## config.mk

```make
export PLATFORM = sky130hd
export DESIGN_NAME = utf8_stream_decoder_unit
export DESIGN_NICKNAME = d
export VERILOG_FILES = /design/src/design/u8d_pkg.sv /design/src/design/u8d_datapath.sv /design/src/design/u8d_ctrl.sv /design/src/design/utf8_stream_decoder_unit.sv
export SDC_FILE = /design/constraint.sdc
export NUM_CORES = 1
export LEC_CHECK = 0
export BUFFER_PORTS_ARGS = -buffer_cell sky130_fd_sc_hd__buf_2
export CAP_MARGIN = 10
export CORE_MARGIN = 5
export CORE_UTILIZATION = 60
export CTS_BUF_LIST = sky130_fd_sc_hd__clkbuf_4 sky130_fd_sc_hd__clkbuf_8
export CTS_CLUSTER_DIAMETER = 30
export DETAILED_ROUTE_END_ITERATION = 6
export GPL_TIMING_DRIVEN = 0
export PLACE_DENSITY = 0.83
export SLEW_MARGIN = 20
export SYNTH_ARGS = -nofsm -noshare
export SYNTH_HDL_FRONTEND = slang
export SYNTH_HIERARCHICAL = 1
export SYNTH_SLANG_ARGS = --single-unit
```

## constraint.sdc

```tcl
create_clock -name clk -period 5.4 [get_ports clk]
set_clock_uncertainty 0.15 [all_clocks]
set_input_delay 0.81 -clock clk [delete_from_list [all_inputs] [get_ports clk]]
set_output_delay 0.81 -clock clk [all_outputs]
set_load 0.03 [all_outputs]
```

## src/design/u8d_pkg.sv

```systemverilog
// Shared types, constants and decode functions for the UTF-8 stream decoder
`timescale 1ns / 1ps

package u8d_pkg;

  localparam int unsigned CP_W   = 21;
  localparam int unsigned BYTE_W = 8;
  localparam int unsigned LEN_W  = 3;

  localparam logic [CP_W-1:0] CP_REPL = 21'h00FFFD;

  // commands from controller to datapath
  typedef struct packed {
    logic load_norm;   // decode the incoming beat as a complete sequence
    logic store;       // hold the incoming beat in the pending buffer
    logic flush_step;  // emit one result from the pending buffer
  } cmd_t;

  // status from datapath to controller
  typedef struct packed {
    logic complete;    // held bytes plus the incoming beat cover the lead
    logic eos;         // incoming beat closes the string
    logic flush_last;  // current flush step drains the buffer
  } stat_t;

  // one decoded code point and the bytes it used
  typedef struct packed {
    logic [CP_W-1:0]  cp;
    logic [LEN_W-1:0] len;
  } dec_t;

  // sequence length called for by a lead byte, ascii and stray bytes give one
  function automatic logic [LEN_W-1:0] lead_len(input logic [BYTE_W-1:0] c);
    logic [LEN_W-1:0] r;
    r = 3'd1;
    priority if (c < 8'h80)               r = 3'd1;
    else if ((c & 8'hE0) == 8'hC0)        r = 3'd2;
    else if ((c & 8'hF0) == 8'hE0)        r = 3'd3;
    else if ((c & 8'hF8) == 8'hF0)        r = 3'd4;
    else                                  r = 3'd1;
    return r;
  endfunction

  // decode one code point from b0 onward with n valid bytes
  function automatic dec_t decode(input logic [BYTE_W-1:0] b0,
                                  input logic [BYTE_W-1:0] b1,
                                  input logic [BYTE_W-1:0] b2,
                                  input logic [BYTE_W-1:0] b3,
                                  input logic [LEN_W-1:0]  n);
    dec_t             d;
    logic [LEN_W-1:0] need;
    need  = lead_len(b0);
    d.cp  = CP_REPL;
    d.len = 3'd1;
    priority if (b0 < 8'h80) begin
      d.cp  = {13'd0, b0};
      d.len = 3'd1;
    end else if (need == 3'd2 && n >= 3'd2) begin
      d.cp  = {10'd0, b0[4:0], b1[5:0]};
      d.len = 3'd2;
    end else if (need == 3'd3 && n >= 3'd3) begin
      d.cp  = {5'd0, b0[3:0], b1[5:0], b2[5:0]};
      d.len = 3'd3;
    end else if (need == 3'd4 && n >= 3'd4) begin
      d.cp  = {b0[2:0], b1[5:0], b2[5:0], b3[5:0]};
      d.len = 3'd4;
    end else begin
      d.cp  = CP_REPL;
      d.len = 3'd1;
    end
    return d;
  endfunction

endpackage

```

## src/design/u8d_datapath.sv

```systemverilog
// Pending byte buffer, decoders and output register of the UTF-8 decoder
`timescale 1ns / 1ps

module u8d_datapath (
  input  logic                       clk,
  input  logic                       rst_n,
  input  logic [u8d_pkg::BYTE_W-1:0] data_byte,
  input  logic                       end_of_string,
  input  u8d_pkg::cmd_t              cmd,
  output u8d_pkg::stat_t             st,
  output logic [u8d_pkg::CP_W-1:0]   code_point,
  output logic                       last_of_run
);

  logic [u8d_pkg::BYTE_W-1:0] buf_r [3];
  logic [u8d_pkg::BYTE_W-1:0] buf_nxt [3];
  logic [1:0]                 cnt_r, cnt_nxt;
  logic [u8d_pkg::CP_W-1:0]   cp_r, cp_nxt;
  logic                       last_r, last_nxt;

  logic [u8d_pkg::BYTE_W-1:0] comb0, comb1, comb2;
  logic [u8d_pkg::LEN_W-1:0]  n_comb;
  logic [1:0]                 rem;
  u8d_pkg::dec_t              dec_comb, dec_flush;

  // held bytes with the incoming beat placed right after them
  always_comb begin
    comb0  = (cnt_r == 2'd0) ? data_byte : buf_r[0];
    comb1  = (cnt_r == 2'd1) ? data_byte : buf_r[1];
    comb2  = (cnt_r == 2'd2) ? data_byte : buf_r[2];
    n_comb = {1'b0, cnt_r} + 3'd1;
  end

  assign dec_comb  = u8d_pkg::decode(comb0, comb1, comb2, data_byte, n_comb);
  assign dec_flush = u8d_pkg::decode(buf_r[0], buf_r[1], buf_r[2], 8'd0, {1'b0, cnt_r});
  assign rem       = cnt_r - dec_flush.len[1:0];

  // status for the controller
  always_comb begin
    st.complete   = (n_comb >= u8d_pkg::lead_len(comb0));
    st.eos        = end_of_string;
    st.flush_last = (rem == 2'd0);
  end

  // next buffer, count and output register
  always_comb begin
    buf_nxt  = buf_r;
    cnt_nxt  = cnt_r;
    cp_nxt   = cp_r;
    last_nxt = last_r;
    priority if (cmd.load_norm) begin
      cp_nxt   = dec_comb.cp;
      last_nxt = 1'b1;
      cnt_nxt  = 2'd0;
    end else if (cmd.store) begin
      buf_nxt[0] = comb0;
      buf_nxt[1] = comb1;
      buf_nxt[2] = comb2;
      cnt_nxt    = n_comb[1:0];
    end else if (cmd.flush_step) begin
      cp_nxt   = dec_flush.cp;
      last_nxt = (rem == 2'd0);
      cnt_nxt  = rem;
      // drop the consumed bytes from the front
      unique case (dec_flush.len[1:0])
        2'd1: begin
          buf_nxt[0] = buf_r[1];
          buf_nxt[1] = buf_r[2];
          buf_nxt[2] = 8'd0;
        end
        2'd2: begin
          buf_nxt[0] = buf_r[2];
          buf_nxt[1] = 8'd0;
          buf_nxt[2] = 8'd0;
        end
        default: begin
          buf_nxt[0] = 8'd0;
          buf_nxt[1] = 8'd0;
          buf_nxt[2] = 8'd0;
        end
      endcase
    end else begin
      cnt_nxt = cnt_r;
    end
  end

  // count is control, bytes and result are payload
  always_ff @(posedge clk) begin
    if (!rst_n) begin
      cnt_r <= 2'd0;
    end else begin
      cnt_r <= cnt_nxt;
    end
    buf_r  <= buf_nxt;
    cp_r   <= cp_nxt;
    last_r <= last_nxt;
  end

  assign code_point  = cp_r;
  assign last_of_run = last_r;

  // a beat that gets held never fills past three bytes
  a_store_room: assert property (@(posedge clk) disable iff (!rst_n)
    cmd.store |-> (cnt_r != 2'd3))
    else $error("store with a full pending buffer");

  // a flush step never consumes more than is held
  a_flush_fits: assert property (@(posedge clk) disable iff (!rst_n)
    cmd.flush_step |-> ({1'b0, cnt_r} >= dec_flush.len && cnt_r != 2'd0))
    else $error("flush step past the held bytes");

  // a complete beat leaves nothing pending
  a_norm_clears: assert property (@(posedge clk) disable iff (!rst_n)
    cmd.load_norm |=> (cnt_r == 2'd0))
    else $error("pending count not cleared after a complete sequence");

endmodule

```

## src/design/u8d_ctrl.sv

```systemverilog
// Controller state machine and output valid of the UTF-8 decoder
`timescale 1ns / 1ps

module u8d_ctrl (
  input  logic           clk,
  input  logic           rst_n,
  input  logic           in_tvalid,
  output logic           in_tready,
  output logic           out_tvalid,
  input  logic           out_tready,
  input  u8d_pkg::stat_t st,
  output u8d_pkg::cmd_t  cmd
);

  localparam logic ST_IDLE  = 1'b0;
  localparam logic ST_FLUSH = 1'b1;

  logic state_r, state_nxt;
  logic out_valid_r, out_valid_nxt;
  logic out_free, acc;

  assign out_free  = !out_valid_r || out_tready;
  assign in_tready = (state_r == ST_IDLE) && out_free;
  assign acc       = in_tvalid && in_tready;

  // command decode and next state
  always_comb begin
    cmd       = '0;
    state_nxt = state_r;
    unique case (state_r)
      ST_IDLE: begin
        if (acc) begin
          if (st.complete) begin
            cmd.load_norm = 1'b1;
          end else begin
            cmd.store = 1'b1;
            if (st.eos) begin
              state_nxt = ST_FLUSH;
            end
          end
        end
      end
      default: begin
        if (out_free) begin
          cmd.flush_step = 1'b1;
          if (st.flush_last) begin
            state_nxt = ST_IDLE;
          end
        end
      end
    endcase
  end

  // output valid follows loads and drains on tready
  always_comb begin
    if (cmd.load_norm || cmd.flush_step) begin
      out_valid_nxt = 1'b1;
    end else if (out_tready) begin
      out_valid_nxt = 1'b0;
    end else begin
      out_valid_nxt = out_valid_r;
    end
  end

  always_ff @(posedge clk) begin
    if (!rst_n) begin
      state_r     <= ST_IDLE;
      out_valid_r <= 1'b0;
    end else begin
      state_r     <= state_nxt;
      out_valid_r <= out_valid_nxt;
    end
  end

  assign out_tvalid = out_valid_r;

  // no input beat is taken while a flush is draining
  a_flush_blocks: assert property (@(posedge clk) disable iff (!rst_n)
    (state_r == ST_FLUSH) |-> !in_tready)
    else $error("input accepted during flush");

  // a held byte with no string end gives no result and stays idle
  a_hold_idle: assert property (@(posedge clk) disable iff (!rst_n)
    (acc && !st.complete && !st.eos) |=> (state_r == ST_IDLE))
    else $error("hold left idle state");

  // a complete beat puts a result on the output next cycle
  a_norm_valid: assert property (@(posedge clk) disable iff (!rst_n)
    (acc && st.complete) |=> out_valid_r)
    else $error("complete sequence gave no result");

  // only one command at a time
  a_one_cmd: assert property (@(posedge clk) disable iff (!rst_n)
    $onehot0({cmd.load_norm, cmd.store, cmd.flush_step}))
    else $error("conflicting datapath commands");

endmodule

```

## src/design/utf8_stream_decoder_unit.sv

```systemverilog
// Top level of the streaming UTF-8 to code point decoder
`timescale 1ns / 1ps

// Takes one UTF-8 byte per beat (in_tlast marks the final byte of a string) and
// emits 21-bit code points. A lead byte opens a 1 to 4 byte sequence; following
// bytes are taken without checking continuation markers or overlong forms, and
// a stray byte gives U+FFFD. The result for the byte that completes a sequence
// is registered and shows up in the next cycle, so the sustained rate is one
// byte per clock while out_tready stays high and no flush is draining. When a
// string ends inside a sequence the lead gives U+FFFD and the held bytes are
// decoded again, one result per cycle while out_tready stays high; input is not
// accepted while that flush drains the pending buffer.
// out_tlast is high on the last result caused by an input byte.
module utf8_stream_decoder_unit (
  input  logic        clk,
  input  logic        rst_n,
  input  logic        in_tvalid,
  output logic        in_tready,
  input  logic [7:0]  in_tdata,   // [7:0] data_byte
  input  logic        in_tlast,   // end_of_string
  output logic        out_tvalid,
  input  logic        out_tready,
  output logic [23:0] out_tdata,  // [20:0] code_point, [23:21] zero
  output logic        out_tlast   // last_of_run
);

  u8d_pkg::cmd_t            cmd;
  u8d_pkg::stat_t           st;
  logic [u8d_pkg::CP_W-1:0] code_point;

  u8d_ctrl u_ctrl (
    .clk        (clk),
    .rst_n      (rst_n),
    .in_tvalid  (in_tvalid),
    .in_tready  (in_tready),
    .out_tvalid (out_tvalid),
    .out_tready (out_tready),
    .st         (st),
    .cmd        (cmd)
  );

  u8d_datapath u_dp (
    .clk           (clk),
    .rst_n         (rst_n),
    .data_byte     (in_tdata),
    .end_of_string (in_tlast),
    .cmd           (cmd),
    .st            (st),
    .code_point    (code_point),
    .last_of_run   (out_tlast)
  );

  assign out_tdata = {3'd0, code_point};

endmodule
```

; Word-level counts from Yosys, hierarchy flattened
; Index checks and enable logic that the tools add are counted.
[op_classes]
add_sub_neg = 2
n_mul = 0
div_mod_pow = 0
order_cmp = 8
eq_ne = 18
shifts = 0
mux = 40
bitwise = 4
reduce_logical = 21
[ops]
columns = cell, n
row1 = 2-to-1 mux 24 bit, 8
row2 = 2-to-1 mux 21 bit, 3
row3 = one-hot mux 24 bit (2 select lines), 1
row4 = 2-to-1 mux 3 bit, 8
row5 = 2-to-1 mux 8 bit, 3
row6 = 2-to-1 mux 19 bit, 1
row7 = "less-than comparator 8 bit, second input constant", 2
row8 = "equality test 3 x 2 -> 1 bit, second input constant", 4
row9 = 2-to-1 mux 1 bit, 12
row10 = "equality test 5 bit, second input constant", 2
row11 = "equality test 3 bit, second input constant", 3
row12 = "equality test 4 bit, second input constant", 2
row13 = 2-to-1 mux 2 bit, 4
row14 = logical AND 1 bit, 7
row15 = "greater-or-equal comparator 3 x 2 -> 1 bit, second input constant", 2
row16 = "!= test 2 x 1 -> 1 bit, second input constant", 3
row17 = AND reduction 2 bit, 3
row18 = AND reduction 3 bit, 2
row19 = nonzero test 2 bit, 3
row20 = "equality test 2 x 1 -> 1 bit, second input constant", 2
row21 = "equality test 2 bit, second input constant", 2
row22 = "greater-or-equal comparator 2 bit, second input constant", 2
row23 = logical NOT 2 bit, 2
row24 = NOT 1 bit, 4
row25 = other kinds (7), 8
[totals]
ff_bits = 50
latchBits = 0
mem_bits_rw = 0
romBits = 0
in_bits = 13
out_inout_bits = 27
word_cells = 103
mem_count = 0

; Logic depth before layout (Yosys ltp)
; Gate-level depths: netlist of the first run.
[depth]
ltp_word = 15
depth_mapped = 18
depth_no_buf = 15

; Modules after synthesis
; The synthesis of the first run kept the hierarchy.
[modules_own_cells]
columns = mod, instances, cells_each, area_each_um2, seq_area_each_um2
row1 = u8d_datapath, 1, 321, 3245.6, 1411.4
row2 = u8d_ctrl, 1, 14, 122.6, 40.0
row3 = utf8_stream_decoder_unit, 1, 4, 26.3, 0.0

; Worst setup path after synthesis of the first run
; OpenSTA, ideal clock, no wires.
[synth_timing]
kind = reg2reg
start = register u_dp.cnt_r[0]
end = register u_dp/buf_r[0] in the netlist's numbering (enable)
setup_ps = 397
arrival_time_ps = 3650
t_required_ps = 4853
setup_slack_ps = 1203
stages_incl_launch_ff = 16
path_buffers = 3
period_less_slack_ps = 4197
cell_sequence = dfxtp_1 > inv_1 > ha_1 > buf_6 > buf_4 > nor3b_1 > a31o_2 > o21ai_0 > ha_1 > nand2b_1 > a21o_1 > a21o_1 > nor4b_1 > clkbuf_1 > nor2_1 > nor2_1
[synth_lines]
columns = item, line_no
row1 = from (decl), u8d_datapath.sv:17  ; logic [1:0] cnt_r, cnt_nxt;
row2 = from (signal assigned), u8d_datapath.sv:92  ; cnt_r <= cnt_nxt;
row3 = to (signal assigned), u8d_datapath.sv:94  ; buf_r <= buf_nxt;
row4 = to (decl), u8d_datapath.sv:15  ; logic [u8d_pkg::BYTE_W-1:0] buf_r [3];

==> results of run 1 <==
==> synth_stat cells (5+ instances only) <==
cell and number:
sky130_fd_sc_hd__a211oi_1 6, sky130_fd_sc_hd__a21oi_1 6, sky130_fd_sc_hd__a221oi_1 6, sky130_fd_sc_hd__a22oi_1 8, sky130_fd_sc_hd__and2_1 6, sky130_fd_sc_hd__and3_1 7, sky130_fd_sc_hd__buf_4 5, sky130_fd_sc_hd__clkbuf_1 11
sky130_fd_sc_hd__dfxtp_1 5, sky130_fd_sc_hd__edfxtp_1 45, sky130_fd_sc_hd__ha_1 13, sky130_fd_sc_hd__inv_1 14, sky130_fd_sc_hd__mux2_2 12, sky130_fd_sc_hd__mux2i_1 7, sky130_fd_sc_hd__nand2_1 40, sky130_fd_sc_hd__nor2_1 24
sky130_fd_sc_hd__nor2b_1 6, sky130_fd_sc_hd__o21ai_0 25, sky130_fd_sc_hd__o21ai_1 6, sky130_fd_sc_hd__o221ai_1 11, sky130_fd_sc_hd__o22ai_1 17
==> worst min-delay path, stage by stage (launching register included) <==
cell,delay [ps]
sky130_fd_sc_hd__dfxtp_1,330
sky130_fd_sc_hd__a21oi_1,50
sky130_fd_sc_hd__o21ai_0,60
==> cell usage in the layout (no fill, tap or decap), types with 3 or more instances in the layout <==
cell	netlist	routed
sky130_fd_sc_hd__edfxtp_1	45	45
sky130_fd_sc_hd__o22ai_1	17	17
sky130_fd_sc_hd__a221oi_1	6	6
sky130_fd_sc_hd__a22oi_1	8	8
sky130_fd_sc_hd__o221ai_1	11	11
sky130_fd_sc_hd__o21ai_0	25	25
sky130_fd_sc_hd__clkbuf_8	0	5
sky130_fd_sc_hd__nor2_1	24	23
sky130_fd_sc_hd__nand3_1	3	3
sky130_fd_sc_hd__inv_1	14	14
sky130_fd_sc_hd__mux2_2	12	12
sky130_fd_sc_hd__a211oi_1	6	6
sky130_fd_sc_hd__o21ai_1	6	6
sky130_fd_sc_hd__mux2i_1	7	7
sky130_fd_sc_hd__a21oi_1	6	6
sky130_fd_sc_hd__nand2_1	40	40
sky130_fd_sc_hd__and2_1	6	6
sky130_fd_sc_hd__dfxtp_1	5	5
sky130_fd_sc_hd__conb_1	1	3
sky130_fd_sc_hd__clkbuf_1	11	11
sky130_fd_sc_hd__nor2b_1	6	6
sky130_fd_sc_hd__buf_4	5	5
sky130_fd_sc_hd__buf_2	4	39
sky130_fd_sc_hd__ha_1	13	13
sky130_fd_sc_hd__and3_1	7	7
sky130_fd_sc_hd__o31ai_1	4	4
==> kinds of logic after synthesis <==
kind of cell,synth area share [%]
buffers and inverters,5.34
DFF,42.8
adders and majority gates,4.79
AOI/OAI and AO/OA,22.2
muxes,7.15
xor gates and xnor gates,0.921
and+or+nand+nor,16.7
other,0.110
==> sequential cells by signal, indices dropped and copies added (netlist names) <==
register / count
u_ctrl/out_tvalid: 1
u_dp/last_of_run: 1
u_dp/buf_r: 24
u_ctrl/state_r: 1
u_dp/cnt_r: 2
u_dp/code_point: 21
==> layer usage <==
metal | routed length (um) | track usage, % | vias up
li1 | - | - | 1377
met2 | 4040 | 39.3 | 182
met1 | 3790 | 35.5 | 1348
met5 | 0 | 0 | -
met3 | 806 | 3.50 | 28
met4 | 278 | 10.5 | 0
==> area by class of cell <==
type	instances	area share, %
multi-input combinational	253	47.0
sequential	50	38.5
timing repair buffer	36	5.04
buffer	24	3.42
tap	72	2.39
clock buffer	5	1.83
inverter	14	1.39
clock inverter	3	0.431
==> worst paths after layout <==
check | startpoint | end | slack [ps] | cells past startpoint
worst max register to register | u_dp/cnt_r[0] | u_dp/code_point[2] | 660 | 16
worst max-delay path | u_dp/cnt_r[0] | u_dp/code_point[2] | 660 | 16
worst min-delay path | u_dp/last_of_run | u_dp/last_of_run | 320 | 2
worst min register to register | u_dp/last_of_run | u_dp/last_of_run | 320 | 2
==> stage by stage <==
| step | hold slack (ps) | util [%] |
|---|---|---|
| after global placement | 333 | 66.6 |
| after detailed placement | 309 | 66.9 |
| after floorplan | 415 | - |
| after global routing | 379 | 68.5 |
| after CTS | 330 | 68.5 |
| final | 323 | 68.5 |
==> impl_metrics.yaml, run 1 <==
clock_tree:
  cts_num_sinks: 50
  cts_root_buf: "sky130_fd_sc_hd__clkbuf_8"
  clock_insertion_delay_worst_skew_ps: 300
  cts_inserted_buffers: 5
  cts.path.max_buffers: 2
  cts_hold_buffers: 0
  cts.clk_slew.worst_paths_ps: 90
  cts_resized: 0
  number_of_h_tree_branching_levels: 2
  cts_setup_buffers: 0
  tritoncts_clock_tree: "yes"
final_layout:
  combined_flip_flop_and_latch_cell_area_sq_mm: 0.00145
  post_layout_instance_count_excluding_filler_cells: 457
  final_layout_size_suffix_gt1_share_pct: 21.8
  num_antenna_cells: 0
  final_cell_area_sq_mm: 0.00377
  fillCellCount: 437
  multi_input_gate_area_in_the_final_layout_sq_mm: 0.00177
  area_delta_synth_final_pct: 11.1
  finalNetCount: 410
sta:
  tightest_pin_transition_ps: 914
  slew_violations: 0
  hold_violations: 0
  slew_headroom_pct: 38.9
  fin_crit_sh_pct: 87.7
  worst_slack_ps: 663
  finalWorstPathRequiredPeriod_ps: 4740
  maxClockFrequency_mhz: 211
  finalSetupViolations: 0
  setup_tns_ps: 0
  rsz_0062_raised_after_global_routing: "no"
logic_synthesis:
  post_synth_num_cell_types: 61
  synth_enable_flop_cells: 45
  synth_area_leaders: "sky130_fd_sc_hd__edfxtp_1 (40%), sky130_fd_sc_hd__ha_1 (4.8%), sky130_fd_sc_hd__nand2_1 (4.4%)"
  synthFlopType: "sky130_fd_sc_hd__edfxtp_1"
  syn-cell-area_sq_mm: 0.00339
  yosys_warning_count: 6
  synthCells: 339
  yosysSeqAreaShare_pct: 42.8
  synth_area_leader_cell: "sky130_fd_sc_hd__edfxtp_1"
  yosys_reg_bits: 50
  portion_of_synthesized_cell_area_occupied_by_the_leading_cell_type_pct: 39.8
  ys_async_sr_fraction_pct: 0
  synth_area_per_cell_sq_um: 10.0
place:
  io_buffers: 35
  gp_congestion: 0.983
  dp.final_hpwl_mm: 6.80
  placedInstanceArea_sq_mm: 0.00368
  place_ws_ps: 723
  placedCellCount: 449
floorplanning:
  io-pin-count: 40
  floorplan.die.height_um: 85.2
  rows: 27
  coreArea_sq_mm: 0.00551
  die_area_sq_mm: 0.00726
  starting_density_of_the_core_pct: 61.6
  fp.dieW_um: 85.2
routing:
  detailedRoute.firstIterationViolations: 575
  dr_total_vias: 2935
  drc: 0
  totalWireLength_mm: 8.91
  antenna_violating_nets_post_route: 0
  route.detailed.wl_per_inst_um: 19.5
  drtPass1Iterations: 6
  vias_per_cell: 6.42
worst_setup_path:
  path_cells: "inv_1, ha_1, buf_6, buf_4, nor3b_1, a31o_2, o21ai_0, ha_1, nand2b_1, a21o_1, a21o_1, nor4b_1, clkbuf_1, inv_1, nand2_1, nand2_1"
  timing.critical_path.from_type: "flip-flop"
  worstPathMaxFanout: 21
  worst_path_max_delay_cell: "sky130_fd_sc_hd__nand2_1"
  timing.critical_path.arrival_ps: 4430
  max_stage_delay_ps: 570
  critical_path_required_ps: 5100
  worst-setup-path-type: "reg2reg"
  top_family_by_delay_on_critical_path: "simple AND/OR/NAND/NOR gates"
  critPathBufInv: 5
  worst_setup_path_end_kind: "flip-flop"
flow_run:
  timing.max_cap.violations: 0
hold_path:
  hold_class: "reg2reg"
grt:
  antenna_found_initial: 0
  total_grt_usage_pct: 25.3
  first_global_vias: 2824
  grt_first_pass_wirelength_mm: 14.6
  grt_overflow: 0
  grt_max_degree: 22
outcome:
  outcome: "finished, final reports clean"
Power of run 1 is not shown: default switching activity piles up to over one toggle a cycle in this logic, so the estimate is an artifact.
==> run 2, diff against run 1 <==
Settings changed: CORE_UTILIZATION 60 to 61, PLACE_DENSITY 0.83 to 0.84.
Clock period 5.4 ns to 4.8 ns, I/O delays scaled along.
==> impl_metrics.yaml, run 2 (synthesis results as in run 1) <==
clock_tree:
  cts_inserted_buffers: 5
  tritoncts_clock_tree: "yes"
  cts_root_buf: "sky130_fd_sc_hd__clkbuf_8"
  clock_insertion_delay_worst_skew_ps: 300
  number_of_h_tree_branching_levels: 2
  cts_hold_buffers: 0
  cts_resized: 0
  cts.path.max_buffers: 2
  cts.clk_slew.worst_paths_ps: 90
  cts_setup_buffers: 0
  cts_num_sinks: 50
sta:
  hold_violations: 0
  setup_tns_ps: 0
  maxClockFrequency_mhz: 224
  finalWorstPathRequiredPeriod_ps: 4470
  slew_headroom_pct: 57.6
  tightest_pin_transition_ps: 637
  rsz_0062_raised_after_global_routing: "no"
  timing.hold.ws_ps: 339
  fin_crit_sh_pct: 93.2
  finalSetupViolations: 0
  slew_violations: 0
worst_setup_path:
  timing.critical_path.arrival_ps: 4390
  critical_path_required_ps: 4710
  worstPathMaxFanout: 11
  worst-setup-path-type: "reg2reg"
  timing.critical_path.from_type: "flip-flop"
  worst_setup_path_end_kind: "flip-flop"
flow_run:
  timing.max_cap.violations: 0
routing:
  drtPass1Iterations: 6
  vias_per_cell: 6.53
  totalWireLength_mm: 9.15
  antenna_violating_nets_post_route: 0
  detailedRoute.firstIterationViolations: 464
  route.detailed.wl_per_inst_um: 20.0
  drc: 0
  dr_total_vias: 2984
place:
  dp.final_hpwl_mm: 6.85
  gp_congestion: 0.967
  io_buffers: 35
grt:
  total_grt_usage_pct: 26.0
  grt_max_degree: 22
  grt_overflow: 0
  first_global_vias: 2954
  grt_first_pass_wirelength_mm: 14.9
  antenna_found_initial: 0
floorplanning:
  starting_density_of_the_core_pct: 62.0
  die_area_sq_mm: 0.00716
  floorplan.die.height_um: 84.6
  io-pin-count: 40
  fp.dieW_um: 84.6
  rows: 27
  coreArea_sq_mm: 0.00547
final_layout:
  max_flop_register: "u_dp/buf_r"
  layout_commonest_cell: "sky130_fd_sc_hd__edfxtp_1"
  final_layout_size_suffix_gt1_share_pct: 22.6
  finalNetCount: 410
  area_delta_synth_final_pct: 12.2
  largest_register_ff_count: 24
  final_cell_mix: "sky130_fd_sc_hd__edfxtp_1 (45), sky130_fd_sc_hd__buf_2 (39), sky130_fd_sc_hd__nand2_1 (39)"
  post-route-util_pct: 69.6
  num_antenna_cells: 0
hold_path:
  hold_class: "reg2reg"
outcome:
  outcome: "finished, final reports clean"
==> run 2: cell types whose count changed in the layout (fill, tap and decap cells not counted), sizes merged <==
cell,delta
clkinv,-3
bufinv,+1
clkbuf,+2
==> run 2: layout make-up <==
type	count	area, sq um
Multi-Input combinational cell	253	1780
Fill cell	442	1660
Sequential cell	50	1450
Timing Repair Buffer	36	186
Buffer	24	129
Clock buffer	7	90.1
Tap cell	72	90.1
Inverter	14	52.6
Clock inverter	1	30.0
==> run 2: worst paths after layout <==
| path | slack, ps | startpoint | endpoint | depth (start not counted) |
|---|---|---|---|---|
| max | 330 | u_dp/cnt_r[0] | u_dp/buf_r[19] | 17 |
| min | 340 | u_dp/last_of_run | u_dp/last_of_run | 2 |
| max reg2reg | 330 | u_dp/cnt_r[0] | u_dp/buf_r[19] | 17 |
| min reg2reg | 340 | u_dp/last_of_run | u_dp/last_of_run | 2 |
==> run 2: through the flow <==
| stage | cells | area [sq um] | setup WS (ps) |
|---|---|---|---|
| after detailed placement | 449 | 3680 | 147 |
| after global placement | 448 | 3670 | -266 |
| final | 457 | 3810 | 328 |
| after CTS | 457 | 3800 | 120 |
| after floorplan | 341 | 3400 | 603 |
| after global routing | 457 | 3810 | 15.1 |
==> run 2: layer usage <==
metal / global-route usage (%) / up-vias / wire length, um
met5: 0 / - / 0
met4: 11.8 / 0 / 350
met3: 4.71 / 31 / 825
met2: 41.1 / 210 / 4220
met1: 34.8 / 1377 / 3760
li1: - / 1366 / -
==> run 2: worst max-delay path, cell delays in order, from the launching register on <==
cell                       delay, ps
sky130_fd_sc_hd__dfxtp_1         480
sky130_fd_sc_hd__inv_1           190
sky130_fd_sc_hd__ha_1            320
sky130_fd_sc_hd__buf_6           180
sky130_fd_sc_hd__buf_4           180
sky130_fd_sc_hd__nor3b_1         180
sky130_fd_sc_hd__a31o_2          140
sky130_fd_sc_hd__o21ai_0         100
sky130_fd_sc_hd__ha_1            280
sky130_fd_sc_hd__nand2b_1         90
sky130_fd_sc_hd__a21o_1          110
sky130_fd_sc_hd__a21o_1          160
sky130_fd_sc_hd__nand2_1          90
sky130_fd_sc_hd__nor3_1          130
sky130_fd_sc_hd__clkbuf_1        480
sky130_fd_sc_hd__clkbuf_1        560
sky130_fd_sc_hd__nor2_4          190
sky130_fd_sc_hd__buf_6           200
Power of run 2 is left out for the same reason.
==> run 3, diff against run 2 <==
Settings changed: CORE_UTILIZATION 61 to 65, PLACE_DENSITY 0.84 to 0.89.
Clock period 4.8 ns to 5.3 ns, I/O delays scaled along.
==> impl_metrics.yaml, run 3 (synthesis results as in run 1) <==
outcome:
  outcome: "finished, final reports clean"
clock_tree:
  cts_setup_buffers: 0
  cts_root_buf: "sky130_fd_sc_hd__clkbuf_8"
  cts_hold_buffers: 0
  cts.path.max_buffers: 2
  tritoncts_clock_tree: "yes"
  cts_num_sinks: 50
  cts_inserted_buffers: 5
  cts.clk_slew.worst_paths_ps: 90
  number_of_h_tree_branching_levels: 2
  clock_insertion_delay_worst_skew_ps: 300
  cts_resized: 0
place:
  dp.final_hpwl_mm: 6.89
  gp_congestion: 0.991
  io_buffers: 35
floorplanning:
  starting_density_of_the_core_pct: 66.9
  floorplan.die.height_um: 82.3
  die_area_sq_mm: 0.00677
  io-pin-count: 40
  fp.dieW_um: 82.3
  rows: 26
  coreArea_sq_mm: 0.00507
sta:
  fin_crit_sh_pct: 89.8
  hold_violations: 0
  finalSetupViolations: 0
  setup_tns_ps: 0
  tightest_pin_transition_ps: 891
  slew_headroom_pct: 40.5
  maxClockFrequency_mhz: 210
  finalWorstPathRequiredPeriod_ps: 4760
  rsz_0062_raised_after_global_routing: "no"
  slew_violations: 0
  timing.hold.ws_ps: 329
worst_setup_path:
  flop2flop_setup_slack_ps: 540
  worst-setup-path-type: "reg2reg"
  timing.critical_path.from_type: "flip-flop"
  worst_setup_path_end_kind: "flip-flop"
  critical_path_required_ps: 5000
  worstPathMaxFanout: 21
  timing.critical_path.arrival_ps: 4460
final_layout:
  fillCellCount: 398
  num_antenna_cells: 0
  final_cell_mix: "sky130_fd_sc_hd__edfxtp_1 (45), sky130_fd_sc_hd__nand2_1 (40), sky130_fd_sc_hd__buf_2 (39)"
  max_flop_register: "u_dp/buf_r"
  layout_commonest_cell: "sky130_fd_sc_hd__edfxtp_1"
  finalNetCount: 410
  area_delta_synth_final_pct: 11.8
  largest_register_ff_count: 24
  final_layout_size_suffix_gt1_share_pct: 22.3
routing:
  route.met2.wl_mm: 4.50
  dr_total_vias: 3095
  drc: 0
  drtPass1Iterations: 5
  detailedRoute.firstIterationViolations: 554
  dr_wl_met3_mm: 1.28
  vias_per_cell: 6.80
  antenna_violating_nets_post_route: 0
  totalWireLength_mm: 9.89
  met1_length_mm: 3.73
  highest_signal_layer: "met4"
  route.detailed.wl_per_inst_um: 21.7
grt:
  first_global_vias: 2992
  grt_max_degree: 22
  antenna_found_initial: 0
  total_grt_usage_pct: 31.0
  grt_first_pass_wirelength_mm: 15.2
  grt_overflow: 0
flow_run:
  timing.max_cap.violations: 0
hold_path:
  hold_class: "reg2reg"
run 3: cell types whose count changed in the layout (fill, tap and decap cells not counted), sizes merged:
cell	before	now
clkinv	0	1
clkbuf	18	16
inv	14	15
run 3: metal layers:
metal,vias up,GRT usage (%)
met2,242,48.9
met3,43,10.7
li1,1373,-
met1,1437,38.2
met5,-,0.833
met4,0,13.8
run 3: layout make-up:
type / count / area (sq um) / share of cell area (%)
Buffer: 24 / 129 / 3.40
Clock buffer: 5 / 68.8 / 1.81
Clock inverter: 3 / 43.8 / 1.15
Inverter: 14 / 52.6 / 1.38
Multi-Input combinational cell: 253 / 1770 / 46.7
Sequential cell: 50 / 1450 / 38.2
Tap cell: 70 / 87.6 / 2.31
Timing Repair Buffer: 36 / 190 / 5.01
run 3: metrics by stage:
step,cells,cell area (sq um),setup slack (ps),utilization (%)
after floorplan,341,3400,1100,-
after global placement,446,3660,74.1,72.2
after detailed placement,447,3680,590,72.6
after CTS,455,3790,561,74.8
after global routing,455,3790,225,74.8
final,455,3790,539,74.8
run 3: path summary, 6_finish.rpt:
| kind | from | endpoint | cells after the start |
|---|---|---|---|
| setup / recovery | u_dp/cnt_r[0] | u_dp/code_point[7] | 16 |
| hold / removal | u_dp/last_of_run | u_dp/last_of_run | 2 |
| setup reg to reg | u_dp/cnt_r[0] | u_dp/code_point[7] | 16 |
| hold reg to reg | u_dp/last_of_run | u_dp/last_of_run | 2 |
run 3: worst max-delay path, cell delays in order, from the launching register on:
cell and delay [ps]:
sky130_fd_sc_hd__dfxtp_1 500, sky130_fd_sc_hd__inv_1 200, sky130_fd_sc_hd__ha_1 310, sky130_fd_sc_hd__buf_6 180, sky130_fd_sc_hd__buf_4 200, sky130_fd_sc_hd__nor3b_1 190
sky130_fd_sc_hd__a31o_2 140, sky130_fd_sc_hd__o21ai_0 90, sky130_fd_sc_hd__ha_1 280, sky130_fd_sc_hd__nand2b_1 140, sky130_fd_sc_hd__a21o_1 170, sky130_fd_sc_hd__a21o_1 200
sky130_fd_sc_hd__nor4b_1 270, sky130_fd_sc_hd__clkbuf_1 290, sky130_fd_sc_hd__inv_1 200, sky130_fd_sc_hd__nand2_1 220, sky130_fd_sc_hd__nand2_1 560
Power of run 3 is left out for the same reason.
